--- src/hdl/vsr_pkg.sv ---
// Shared types, constants and helper functions for the sine voice block.
// Depends on nothing; vsr_core and the top level import it.
package vsr_pkg;

  localparam int NOTE_COUNT = 128;
  localparam int SCALE_W    = 36;

  localparam logic [SCALE_W-1:0] SCALE_RESET = 36'd5864062015;

  // tail gain, Q1.16
  localparam logic [16:0] TAIL_ONE   = 17'd65536;
  localparam logic [15:0] TAIL_DECAY = 16'd64881;
  localparam logic [16:0] TAIL_STOP  = 17'd327;

  // amp = (vel * 98304 + 635) / 1270, done as (x * AMP_MAGIC) >> 35, exact for x < 2^24
  localparam logic [31:0] AMP_MAGIC = 32'd27054913;
  localparam logic [23:0] AMP_ROUND = 24'd635;

  localparam logic [30:0] ONE_Q30  = 31'h4000_0000;
  localparam logic [46:0] HALF_Q30 = 47'h2000_0000;

  typedef enum logic [1:0] {
    REQ_TICK    = 2'd0,
    REQ_NOTE_ON = 2'd1,
    REQ_RELEASE = 2'd2,
    REQ_STOP    = 2'd3
  } vsr_req_t;

  typedef enum logic [4:0] {
    ST_IDLE,
    ST_LOAD,
    ST_ON_AMP,
    ST_ON_LO,
    ST_ON_HI,
    ST_ON_FIN,
    ST_TK_SQ,
    ST_TK_T2,
    ST_TK_HM,
    ST_TK_HA,
    ST_TK_S,
    ST_TK_MAG,
    ST_TK_AMP,
    ST_TK_P,
    ST_TK_TL,
    ST_TK_DEC,
    ST_EMIT,
    ST_WB
  } vsr_fsm_t;

  // one voice word as kept in the state memory
  typedef struct packed {
    logic [16:0] tail;
    logic [15:0] amp;
    logic [31:0] step;
    logic [31:0] phase;
  } vsr_state_t;

  typedef struct packed {
    logic               active;
    logic signed [15:0] sample;
  } vsr_res_t;

  // Q16.16 frequencies of MIDI notes 120 to 131
  localparam logic [31:0] TOP_Q16 [12] = '{
    32'd548668578, 32'd581294109, 32'd615859655, 32'd652480576,
    32'd691279090, 32'd732384684, 32'd775934544, 32'd822074013,
    32'd870957077, 32'd922746880, 32'd977616265, 32'd1035748353
  };

  // odd sine polynomial in Q30, lowest order first
  localparam logic [31:0] SIN_COEF [5] = '{
    32'd1686629713, 32'd693598668, 32'd85569306, 32'd5026995, 32'd172272
  };

  // Q16.16 frequency of a MIDI note: top-octave entry shifted down by octave
  function automatic logic [31:0] note_freq(input logic [6:0] note);
    logic [3:0] oct;
    logic [6:0] semi;
    logic [3:0] shamt;
    oct = '0;
    for (int i = 1; i <= 10; i++) begin
      if (note >= 7'(12 * i)) oct = oct + 4'd1;
    end
    semi  = note - ({3'b0, oct} << 3) - ({3'b0, oct} << 2);
    shamt = 4'd10 - oct;
    return TOP_Q16[semi[3:0]] >> shamt;
  endfunction

endpackage

--- src/hdl/vsr_ram.sv ---
// Generic single-port-write, single-port-read RAM with a registered read.
// Depends on nothing.
module vsr_ram #(
  parameter int WIDTH = 97,
  parameter int DEPTH = 1,
  parameter int ADDR_W = (DEPTH > 1) ? $clog2(DEPTH) : 1
) (
  input  logic              clk,
  input  logic              wr_en,
  input  logic [ADDR_W-1:0] wr_addr,
  input  logic [WIDTH-1:0]  wr_data,
  input  logic [ADDR_W-1:0] rd_addr,
  output logic [WIDTH-1:0]  rd_data
);

  logic [WIDTH-1:0] mem [DEPTH];
  logic [WIDTH-1:0] rd_data_r;

  always_ff @(posedge clk) begin
    if (wr_en) begin
      mem[wr_addr] <= wr_data;
    end
    rd_data_r <= mem[rd_addr];
  end

  assign rd_data = rd_data_r;

endmodule

--- src/hdl/vsr_mul.sv ---
// Shared 32x32 unsigned multiplier with a registered product.
// Depends on nothing.
module vsr_mul (
  input  logic        clk,
  input  logic [31:0] op_a,
  input  logic [31:0] op_b,
  output logic [63:0] prod
);

  logic [63:0] prod_r;

  always_ff @(posedge clk) begin
    prod_r <= 64'(op_a) * 64'(op_b);
  end

  assign prod = prod_r;

endmodule

--- src/hdl/vsr_core.sv ---
// Voice sequencer: loads the voice word, runs note-on and tick through the shared
// multiplier, applies release and stop directly, and writes the word back. Depends on vsr_pkg.
module vsr_core
  import vsr_pkg::*;
#(
  parameter int SINE_TABLE_DEPTH = 1024
) (
  input  logic               clk,
  input  logic               rst_n,
  input  logic               req_valid,
  output logic               req_ready,
  input  vsr_req_t           req_type,
  input  logic [6:0]         note_number,
  input  logic [6:0]         note_velocity,
  input  logic [SCALE_W-1:0] scale,
  input  vsr_state_t         mem_rd_data,
  output logic               mem_wr_en,
  output vsr_state_t         mem_wr_data,
  output logic [31:0]        mul_a,
  output logic [31:0]        mul_b,
  input  logic [63:0]        mul_p,
  output logic               res_valid,
  input  logic               res_ready,
  output vsr_res_t           res
);

  // table depth is a power of two: the angle keeps only the top SINE_LOG phase bits
  localparam int SINE_LOG = $clog2(SINE_TABLE_DEPTH);
  localparam logic [31:0] ANG_MASK = ~((32'd1 << (32 - SINE_LOG)) - 32'd1);

  vsr_fsm_t     fsm_r, fsm_nxt;
  logic         mem_ok_r, mem_ok_nxt;
  vsr_req_t     req_r, req_nxt;
  logic [6:0]   note_r, note_nxt;
  logic [6:0]   vel_r, vel_nxt;
  vsr_state_t   st_r, st_nxt;
  logic [30:0]  t_r, t_nxt;
  logic [30:0]  t2_r, t2_nxt;
  logic [31:0]  r_r, r_nxt;
  logic [1:0]   k_r, k_nxt;
  logic         neg_r, neg_nxt;
  logic [14:0]  mag_r, mag_nxt;
  logic signed [15:0] samp_r, samp_nxt;

  vsr_state_t   cur;
  logic [31:0]  ang;
  logic [31:0]  freq;
  logic [23:0]  amp_x;
  logic [31:0]  sine_s;
  logic [46:0]  sine_m;
  logic [16:0]  gain_m;
  logic [15:0]  mag16;
  logic [16:0]  tail_dec;

  function automatic logic [14:0] sat15(input logic [16:0] v);
    return (v > 17'd32767) ? 15'h7fff : v[14:0];
  endfunction

  assign cur    = mem_ok_r ? mem_rd_data : '0;
  assign ang    = cur.phase & ANG_MASK;
  assign freq   = note_freq(note_r);
  assign amp_x  = ({17'b0, vel_r} << 16) + ({17'b0, vel_r} << 15) + AMP_ROUND;
  assign sine_s = mul_p[61:30];
  assign sine_m = {sine_s, 15'b0} - {15'b0, sine_s} + HALF_Q30;

  always_comb begin
    fsm_nxt    = fsm_r;
    mem_ok_nxt = mem_ok_r;
    req_nxt    = req_r;
    note_nxt   = note_r;
    vel_nxt    = vel_r;
    st_nxt     = st_r;
    t_nxt      = t_r;
    t2_nxt     = t2_r;
    r_nxt      = r_r;
    k_nxt      = k_r;
    neg_nxt    = neg_r;
    mag_nxt    = mag_r;
    samp_nxt   = samp_r;
    mul_a      = '0;
    mul_b      = '0;
    mem_wr_en  = 1'b0;
    req_ready  = 1'b0;
    res_valid  = 1'b0;
    gain_m     = '0;
    mag16      = '0;
    tail_dec   = mul_p[32:16];

    unique case (fsm_r)
      ST_IDLE: begin
        req_ready = 1'b1;
        if (req_valid) begin
          req_nxt  = req_type;
          note_nxt = note_number;
          vel_nxt  = note_velocity;
          fsm_nxt  = ST_LOAD;
        end
      end
      ST_LOAD: begin
        st_nxt  = cur;
        t_nxt   = ang[30] ? (ONE_Q30 - {1'b0, ang[29:0]}) : {1'b0, ang[29:0]};
        neg_nxt = ang[31];
        unique case (req_r)
          REQ_TICK: begin
            if (cur.step == '0) begin
              samp_nxt = '0;
              fsm_nxt  = ST_EMIT;
            end else begin
              fsm_nxt = ST_TK_SQ;
            end
          end
          REQ_NOTE_ON: fsm_nxt = ST_ON_AMP;
          REQ_RELEASE: begin
            if (cur.tail == '0) st_nxt.tail = TAIL_ONE;
            fsm_nxt = ST_WB;
          end
          REQ_STOP: begin
            st_nxt.step = '0;
            st_nxt.tail = '0;
            fsm_nxt     = ST_WB;
          end
        endcase
      end
      ST_ON_AMP: begin
        mul_a   = {8'b0, amp_x};
        mul_b   = AMP_MAGIC;
        fsm_nxt = ST_ON_LO;
      end
      ST_ON_LO: begin
        st_nxt.amp = mul_p[50:35];
        mul_a      = freq;
        mul_b      = scale[31:0];
        fsm_nxt    = ST_ON_HI;
      end
      ST_ON_HI: begin
        st_nxt.step = mul_p[63:32];
        mul_a       = freq;
        mul_b       = {28'b0, scale[SCALE_W-1:32]};
        fsm_nxt     = ST_ON_FIN;
      end
      ST_ON_FIN: begin
        st_nxt.step  = st_r.step + mul_p[31:0];
        st_nxt.phase = '0;
        st_nxt.tail  = '0;
        fsm_nxt      = ST_WB;
      end
      ST_TK_SQ: begin
        mul_a        = {1'b0, t_r};
        mul_b        = {1'b0, t_r};
        st_nxt.phase = st_r.phase + st_r.step;
        fsm_nxt      = ST_TK_T2;
      end
      ST_TK_T2: begin
        t2_nxt  = mul_p[60:30];
        r_nxt   = SIN_COEF[4];
        k_nxt   = 2'd3;
        fsm_nxt = ST_TK_HM;
      end
      ST_TK_HM: begin
        mul_a   = {1'b0, t2_r};
        mul_b   = r_r;
        fsm_nxt = ST_TK_HA;
      end
      ST_TK_HA: begin
        r_nxt = SIN_COEF[k_r] - mul_p[61:30];
        if (k_r == 2'd0) begin
          fsm_nxt = ST_TK_S;
        end else begin
          k_nxt   = k_r - 2'd1;
          fsm_nxt = ST_TK_HM;
        end
      end
      ST_TK_S: begin
        mul_a   = {1'b0, t_r};
        mul_b   = r_r;
        fsm_nxt = ST_TK_MAG;
      end
      ST_TK_MAG: begin
        mag_nxt = sat15(sine_m[46:30]);
        fsm_nxt = ST_TK_AMP;
      end
      ST_TK_AMP: begin
        mul_a   = {17'b0, mag_r};
        mul_b   = {16'b0, st_r.amp};
        fsm_nxt = ST_TK_P;
      end
      ST_TK_P: begin
        if (st_r.tail != '0) begin
          mul_a   = {1'b0, mul_p[30:0]};
          mul_b   = {15'b0, st_r.tail};
          fsm_nxt = ST_TK_TL;
        end else begin
          gain_m   = mul_p[32:16];
          mag16    = {1'b0, sat15(gain_m)};
          samp_nxt = neg_r ? $signed(16'd0 - mag16) : $signed(mag16);
          fsm_nxt  = ST_EMIT;
        end
      end
      ST_TK_TL: begin
        gain_m   = mul_p[48:32];
        mag16    = {1'b0, sat15(gain_m)};
        samp_nxt = neg_r ? $signed(16'd0 - mag16) : $signed(mag16);
        mul_a    = {15'b0, st_r.tail};
        mul_b    = {16'b0, TAIL_DECAY};
        fsm_nxt  = ST_TK_DEC;
      end
      ST_TK_DEC: begin
        // drop the voice once the tail has decayed to the floor
        if (tail_dec <= TAIL_STOP) begin
          st_nxt.step = '0;
          st_nxt.tail = '0;
        end else begin
          st_nxt.tail = tail_dec;
        end
        fsm_nxt = ST_EMIT;
      end
      ST_EMIT: begin
        res_valid = 1'b1;
        if (res_ready) begin
          mem_wr_en  = 1'b1;
          mem_ok_nxt = 1'b1;
          fsm_nxt    = ST_IDLE;
        end
      end
      ST_WB: begin
        mem_wr_en  = 1'b1;
        mem_ok_nxt = 1'b1;
        fsm_nxt    = ST_IDLE;
      end
      default: fsm_nxt = ST_IDLE;
    endcase
  end

  assign mem_wr_data = st_r;
  assign res.sample  = samp_r;
  assign res.active  = (st_r.step != '0);

  always_ff @(posedge clk) begin
    if (!rst_n) begin
      fsm_r    <= ST_IDLE;
      mem_ok_r <= 1'b0;
    end else begin
      fsm_r    <= fsm_nxt;
      mem_ok_r <= mem_ok_nxt;
    end
  end

  always_ff @(posedge clk) begin
    req_r  <= req_nxt;
    note_r <= note_nxt;
    vel_r  <= vel_nxt;
    st_r   <= st_nxt;
    t_r    <= t_nxt;
    t2_r   <= t2_nxt;
    r_r    <= r_nxt;
    k_r    <= k_nxt;
    neg_r  <= neg_nxt;
    mag_r  <= mag_nxt;
    samp_r <= samp_nxt;
  end

  a_wr_state: assert property (@(posedge clk) disable iff (!rst_n)
    mem_wr_en |-> (fsm_r == ST_EMIT || fsm_r == ST_WB))
    else $error("state write outside write-back");

  a_wr_then_idle: assert property (@(posedge clk) disable iff (!rst_n)
    mem_wr_en |=> (mem_ok_r && fsm_r == ST_IDLE))
    else $error("write-back did not return to idle with valid word");

  a_horner_done: assert property (@(posedge clk) disable iff (!rst_n)
    (fsm_r == ST_TK_S) |-> (k_r == 2'd0))
    else $error("polynomial left before last coefficient");

  a_res_tick: assert property (@(posedge clk) disable iff (!rst_n)
    res_valid |-> (req_r == REQ_TICK && !req_ready))
    else $error("result for a non-tick request");

endmodule

--- src/hdl/sine_voice_with_release_decay_unit.sv ---
// Top level of the sine voice: config register, voice-state memory, shared
// multiplier, sequencer and output register. Depends on vsr_pkg and all hdl/ modules.
//
//  channel  | ports                        | payload (low bit up)
//  ---------+------------------------------+-----------------------------------------
//  input    | in_tvalid/in_tready          | in_tuser: req_type[1:0]
//           |                              | in_tdata: note_number[6:0], note_velocity[13:7]
//  result   | out_tvalid/out_tready        | out_tdata: sample_value[15:0], voice_active[16]
//  config   | cfg_wr_en, cfg_wr_data       | hz_to_phase_scale[35:0]
//
// Flow: one word at a time. A sample tick on a sounding voice runs the Horner steps of
// the sine polynomial on the single shared multiplier, then the tail product and decay
// step if a release is running, before out_tvalid rises; the next word is taken once
// the sequencer is back in idle. Note-on runs the amplitude and both step products
// through the multiplier; release, stop and a tick on an idle voice do not use it.
// Reset: synchronous, active low; the voice word reads as zero until first written
// (one valid flop), the scale returns to its 48 kHz value. No clearing pass.
// Stalls: a finished sample waits in the output register; the next input word is
// taken meanwhile, and a second sample holds in the sequencer until the register frees.
module sine_voice_with_release_decay_unit
  import vsr_pkg::*;
#(
  parameter int SINE_TABLE_DEPTH = 1024
) (
  input  logic         clk,
  input  logic         rst_n,
  input  logic         in_tvalid,
  output logic         in_tready,
  input  logic [15:0]  in_tdata,   // note_number[6:0], note_velocity[13:7], zero fill
  input  logic [1:0]   in_tuser,   // req_type[1:0]
  output logic         out_tvalid,
  input  logic         out_tready,
  output logic [23:0]  out_tdata,  // sample_value[15:0], voice_active[16], zero fill
  input  logic         cfg_wr_en,
  input  logic [35:0]  cfg_wr_data // hz_to_phase_scale
);

  localparam int STATE_W = $bits(vsr_state_t);

  logic [SCALE_W-1:0] scale_r;

  vsr_state_t  mem_rd_data;
  vsr_state_t  mem_wr_data;
  logic        mem_wr_en;
  logic [31:0] mul_a;
  logic [31:0] mul_b;
  logic [63:0] mul_p;
  logic        res_valid;
  logic        res_ready;
  vsr_res_t    res;

  logic        out_valid_r;
  vsr_res_t    out_res_r;

  // hold the scale; the user must write it only while the voice is idle, the block does not enforce this
  always_ff @(posedge clk) begin
    if (!rst_n) begin
      scale_r <= SCALE_RESET;
    end else if (cfg_wr_en) begin
      scale_r <= cfg_wr_data;
    end
  end

  // single voice word, read every cycle at the only address
  vsr_ram #(
    .WIDTH (STATE_W),
    .DEPTH (1)
  ) u_state_ram (
    .clk     (clk),
    .wr_en   (mem_wr_en),
    .wr_addr (1'b0),
    .wr_data (mem_wr_data),
    .rd_addr (1'b0),
    .rd_data (mem_rd_data)
  );

  vsr_mul u_mul (
    .clk  (clk),
    .op_a (mul_a),
    .op_b (mul_b),
    .prod (mul_p)
  );

  vsr_core #(
    .SINE_TABLE_DEPTH (SINE_TABLE_DEPTH)
  ) u_core (
    .clk           (clk),
    .rst_n         (rst_n),
    .req_valid     (in_tvalid),
    .req_ready     (in_tready),
    .req_type      (vsr_req_t'(in_tuser)),
    .note_number   (in_tdata[6:0]),
    .note_velocity (in_tdata[13:7]),
    .scale         (scale_r),
    .mem_rd_data   (mem_rd_data),
    .mem_wr_en     (mem_wr_en),
    .mem_wr_data   (mem_wr_data),
    .mul_a         (mul_a),
    .mul_b         (mul_b),
    .mul_p         (mul_p),
    .res_valid     (res_valid),
    .res_ready     (res_ready),
    .res           (res)
  );

  // output register: free when empty or being drained this cycle
  assign res_ready = !out_valid_r || out_tready;

  always_ff @(posedge clk) begin
    if (!rst_n) begin
      out_valid_r <= 1'b0;
    end else if (res_ready) begin
      out_valid_r <= res_valid;
    end
  end

  always_ff @(posedge clk) begin
    if (res_ready && res_valid) begin
      out_res_r <= res;
    end
  end

  assign out_tvalid = out_valid_r;
  assign out_tdata  = {7'b0, out_res_r.active, out_res_r.sample};

endmodule
--- config.mk ---
export PLATFORM = sky130hd
export DESIGN_NAME = sine_voice_with_release_decay_unit
export DESIGN_NICKNAME = d
export VERILOG_FILES = /design/src/hdl/vsr_pkg.sv /design/src/hdl/vsr_ram.sv /design/src/hdl/vsr_mul.sv /design/src/hdl/vsr_core.sv /design/src/hdl/sine_voice_with_release_decay_unit.sv
export SDC_FILE = /design/constraint.sdc
export NUM_CORES = 2
export LEC_CHECK = 0
export BUFFER_PORTS_ARGS = -buffer_cell sky130_fd_sc_hd__buf_2
export CAP_MARGIN = 0
export CORE_MARGIN = 3
export CORE_UTILIZATION = 30
export DETAILED_ROUTE_END_ITERATION = 10
export SYNTH_ARGS = -nofsm -noshare
export SYNTH_HDL_FRONTEND = slang
export SYNTH_SLANG_ARGS = --single-unit
--- constraint.sdc ---
create_clock -name clk -period 16.21 [get_ports clk]
set_input_delay 0.8105 -clock clk [delete_from_list [all_inputs] [get_ports clk]]
set_output_delay 0.8105 -clock clk [all_outputs]
set_load 0.02 [all_outputs]
==> metrics.csv <==
metric,value,unit
WHS Path Cells,0,
Synth top area share,29.1,%
Initial Util,30.2,%
GR peak layer,met2,
"Clk Latency, worst-skew pair",670,ps
Layout Skew,61.4,ps
GRT met3 Usage,3.18,%
maxcap violations,0,
Fmax,0.0642,GHz
HP Start,u_state_ram.mem[0][35],
ys async rst share,0,%
Mapped Avg Cell Area,9.42,um2
register bit count reported by yosys,537,
clk buf depth,3,
DR pass1 iterations,6,
CTS H-Tree Depth,2,
post-route cell area,68500,um2
met1 Track Usage GR,25.9,%
status,"complete, no violations",
TritonCTS clock tree,yes,
Final #Nets,7958,
Slew Limit Fails,0,
reg2reg start,u_core.note_r[3],
sum of negative setup slack,0,ps
crit share post-route,96.0,%
# port buffers,75,
R2R Path End,u_mul.prod[59],
root buffer cell,clkbuf_16,
P_leak,30.9,nW
die area,205000,um2
Setup-failing EPs final,0,
final weighted congestion in routability-driven placement,0.947,
GR Util All Layers,20.1,%
Routed WL per cell,22.5,um
Fin. Hold Viols,0,
drt via density,5.16,
Worst setup SP type,flip-flop,
peak supply drop,118,uV
clk slew on worst S/H paths,60,ps
I/O pin count,85,
Layout area overhead,14.6,%
layout cell share with drive strength beyond 1,11.8,%
Fillers,20117,
Die Ht,453,um
first-pass GRT wire length,313000,um
max_slew headroom,9.74,%
initial drt markers,4550,
"EDFF count, synth",333,
hold crit path type,reg2reg,
Crit Path Category,reg2reg,
Storage cell area,14100,um2
post-route DRC violation count,0,
Tmin final,15570,ps
largest net degree at the start of global routing,65,
Crit-path slowest cell,fa_1,
total CTS buffers,54,
Synthesis Warnings,0,
worst endpoint data arrival time,16060,ps
GR Overflow Total,0,
worst reg-to-reg setup slack,640,ps
Power Density,78.8,nW/um2
largest cells by area after synthesis,"fa_1 29%, edfxtp_1 17%, ha_1 9.2%",
area of the multi-input gates,41300,um2
crit end category,flip-flop,
Hold Path Sink,u_state_ram.rd_data[35],
mapped cell area,59800,um2
CP max FO,11,
Mapped Cells,6348,
DP HPWL,166000,um
Critical Path RT,16710,ps
Yosys top cell by area,fa_1,
GRT met2 Usage,32.1,%
via count,47920,
DRT Wirelength,209000,um
top_reg_cell synth,edfxtp_1,
worst slew pin tran,1350,ps
initial antenna violation count,2,
Std-Cell Rows,163,
critical path's largest stage delay,580,ps
Placement Cell Area,65800,um2
DIE WIDTH,453,um
CORE AREA,198000,um2
register area share after synthesis,23.5,%
Final ANT Viol Nets,0,
Worst Reg-to-Reg Cells,71,
synth unique cells,101,
vias in the first global route,49134,
CTS Sinks,537,
==> critical path: cells and delay by family (launching register included) <==
| family | cells | cell delay, ps |
|---|---|---|
| xor+xnor | 3 | 570 |
| compound gates | 16 | 2870 |
| fa+ha+maj | 18 | 6950 |
| flops | 1 | 420 |
| mux | 4 | 1010 |
| buf+inv | 17 | 2000 |
| simple gates | 13 | 1570 |
==> cell usage in the layout (no fill, tap or decap), drive strengths merged, types with 14 or more instances in the layout <==
cell type  netlist  final
a221o           29     29
nand3           84     84
o211ai          23     23
and2            36     36
edfxtp         333    333
a22oi           41     41
o31ai           18     18
mux2i           69     69
a22o            39     39
nor2b           48     48
buf            120    499
o21bai          23     23
o221ai          28     28
dfxtp          204    204
xnor2          121    121
inv           1022   1026
nor4            37     37
a211oi          35     35
ha             438    438
nor2           735    735
o21ai          182    182
a21o            98     98
a21oi          206    206
nand2          777    777
nor3            43     43
nand4           31     31
clkbuf         200     74
or3             14     14
fa             871    871
a221oi          29     29
and3            49     49
xor2            73     73
nand2b          33     33
a31oi           28     28
a21boi          14     14
o22ai           22     22
o21a            36     36
==> stage by stage <==
stage               worst slack, ps  std cells  hold WS (ps)  total power [mW]  util [%]
CTS                            4.27       9250           275              5.16      34.2
finish                          643       9282           303              5.40      34.6
global placement               40.0       9148           324              3.78      33.2
detailed placement            -74.6       9148           327              3.80      33.2
floorplan                       535       6354           323              2.94         -
global route                  -94.6       9276           308              5.64      34.6
==> state kept, by name (all words and copies together) (netlist names) <==
signal,count
u_core.req_r,2
u_core.mem_wr_data,97
u_core.samp_r,16
u_core.t_r,9
out_tdata,17
u_core.r_r,32
u_core.mag_r,15
out_tvalid,1
u_mul.prod,64
u_core.mem_ok_r,1
u_core.vel_r,7
u_state_ram.mem,97
u_core.note_r,7
u_core.neg_r,1
scale_r,36
u_core.t2_r,31
u_core.fsm_r,5
u_core.k_r,2
u_state_ram.rd_data,97
==> routing by layer <==
| metal | share of wire (%) | up-vias |
|---|---|---|
| li1 | - | 21084 |
| met1 | 40 | 24190 |
| met2 | 45 | 2131 |
| met3 | 7.8 | 515 |
| met4 | 7.2 | 0 |
| met5 | 0 | - |
==> power by group <==
group	internal, mW	total, mW	switching, mW
logic	0.983	2.43	1.45
registers	1.54	1.63	0.0870
clock network	0.762	1.34	0.583
==> worst max-delay path by stage <==
stage	startpoint	endpoint	slack (ps)	cells after the start
after floorplan	u_core.note_r[5]	u_mul.prod[61]	540	69
after global placement	u_core.note_r[2]	u_mul.prod[59]	40	68
after global routing	u_core.note_r[3]	u_mul.prod[60]	-90	77
final	u_core.note_r[3]	u_mul.prod[59]	640	71
after CTS	u_core.note_r[3]	u_mul.prod[62]	4	66
after detailed placement	u_core.note_r[2]	u_mul.prod[59]	-70	65
==> final cells by class <==
class / instances / share of cell area (%)
antenna: 6 / 0.0219
clock buffer: 73 / 2.27
clock inverter: 29 / 0.497
inverter: 1022 / 5.60
multi-input combinational: 4475 / 60.2
sequential: 537 / 20.5
tap: 2640 / 4.82
timing repair buffer: 500 / 6.05
==> repair_timing <==
action	CTS	global route
cloned	0	1
pin swaps	0	54
setup endpoints to repair	9	29
hold buffers	0	0
setup buffers	0	25
resized for setup	8	134
==> kinds of logic (layout without fill, tap and decap cells) <==
kind of cell | count (synthesis) | after routing | share of synthesized area [%]
and+or+nand+nor | 1935 | 1935 | 13.8
buffers and inverters | 1342 | 1624 | 8.75
adders and majority gates | 1310 | 1310 | 38.3
AOI/OAI and AO/OA | 945 | 945 | 11.2
DFF | 537 | 537 | 23.5
xor gates and xnor gates | 197 | 197 | 3.03
muxes | 81 | 81 | 1.39
other | 1 | 13 | 0.00627
==> cells in the mapped netlist, drive strengths merged (33+ instances only) <==
library cell,count
a211oi,35
a21o,98
a21oi,206
a22o,39
a22oi,41
and2,36
and3,49
buf,120
clkbuf,200
dfxtp,204
edfxtp,333
fa,871
ha,438
inv,1022
mux2i,69
nand2,777
nand2b,33
nand3,84
nor2,735
nor2b,48
nor3,43
nor4,37
o21a,36
o21ai,182
xnor2,121
xor2,73
Note: power is estimated with default switching activity, not from simulation.
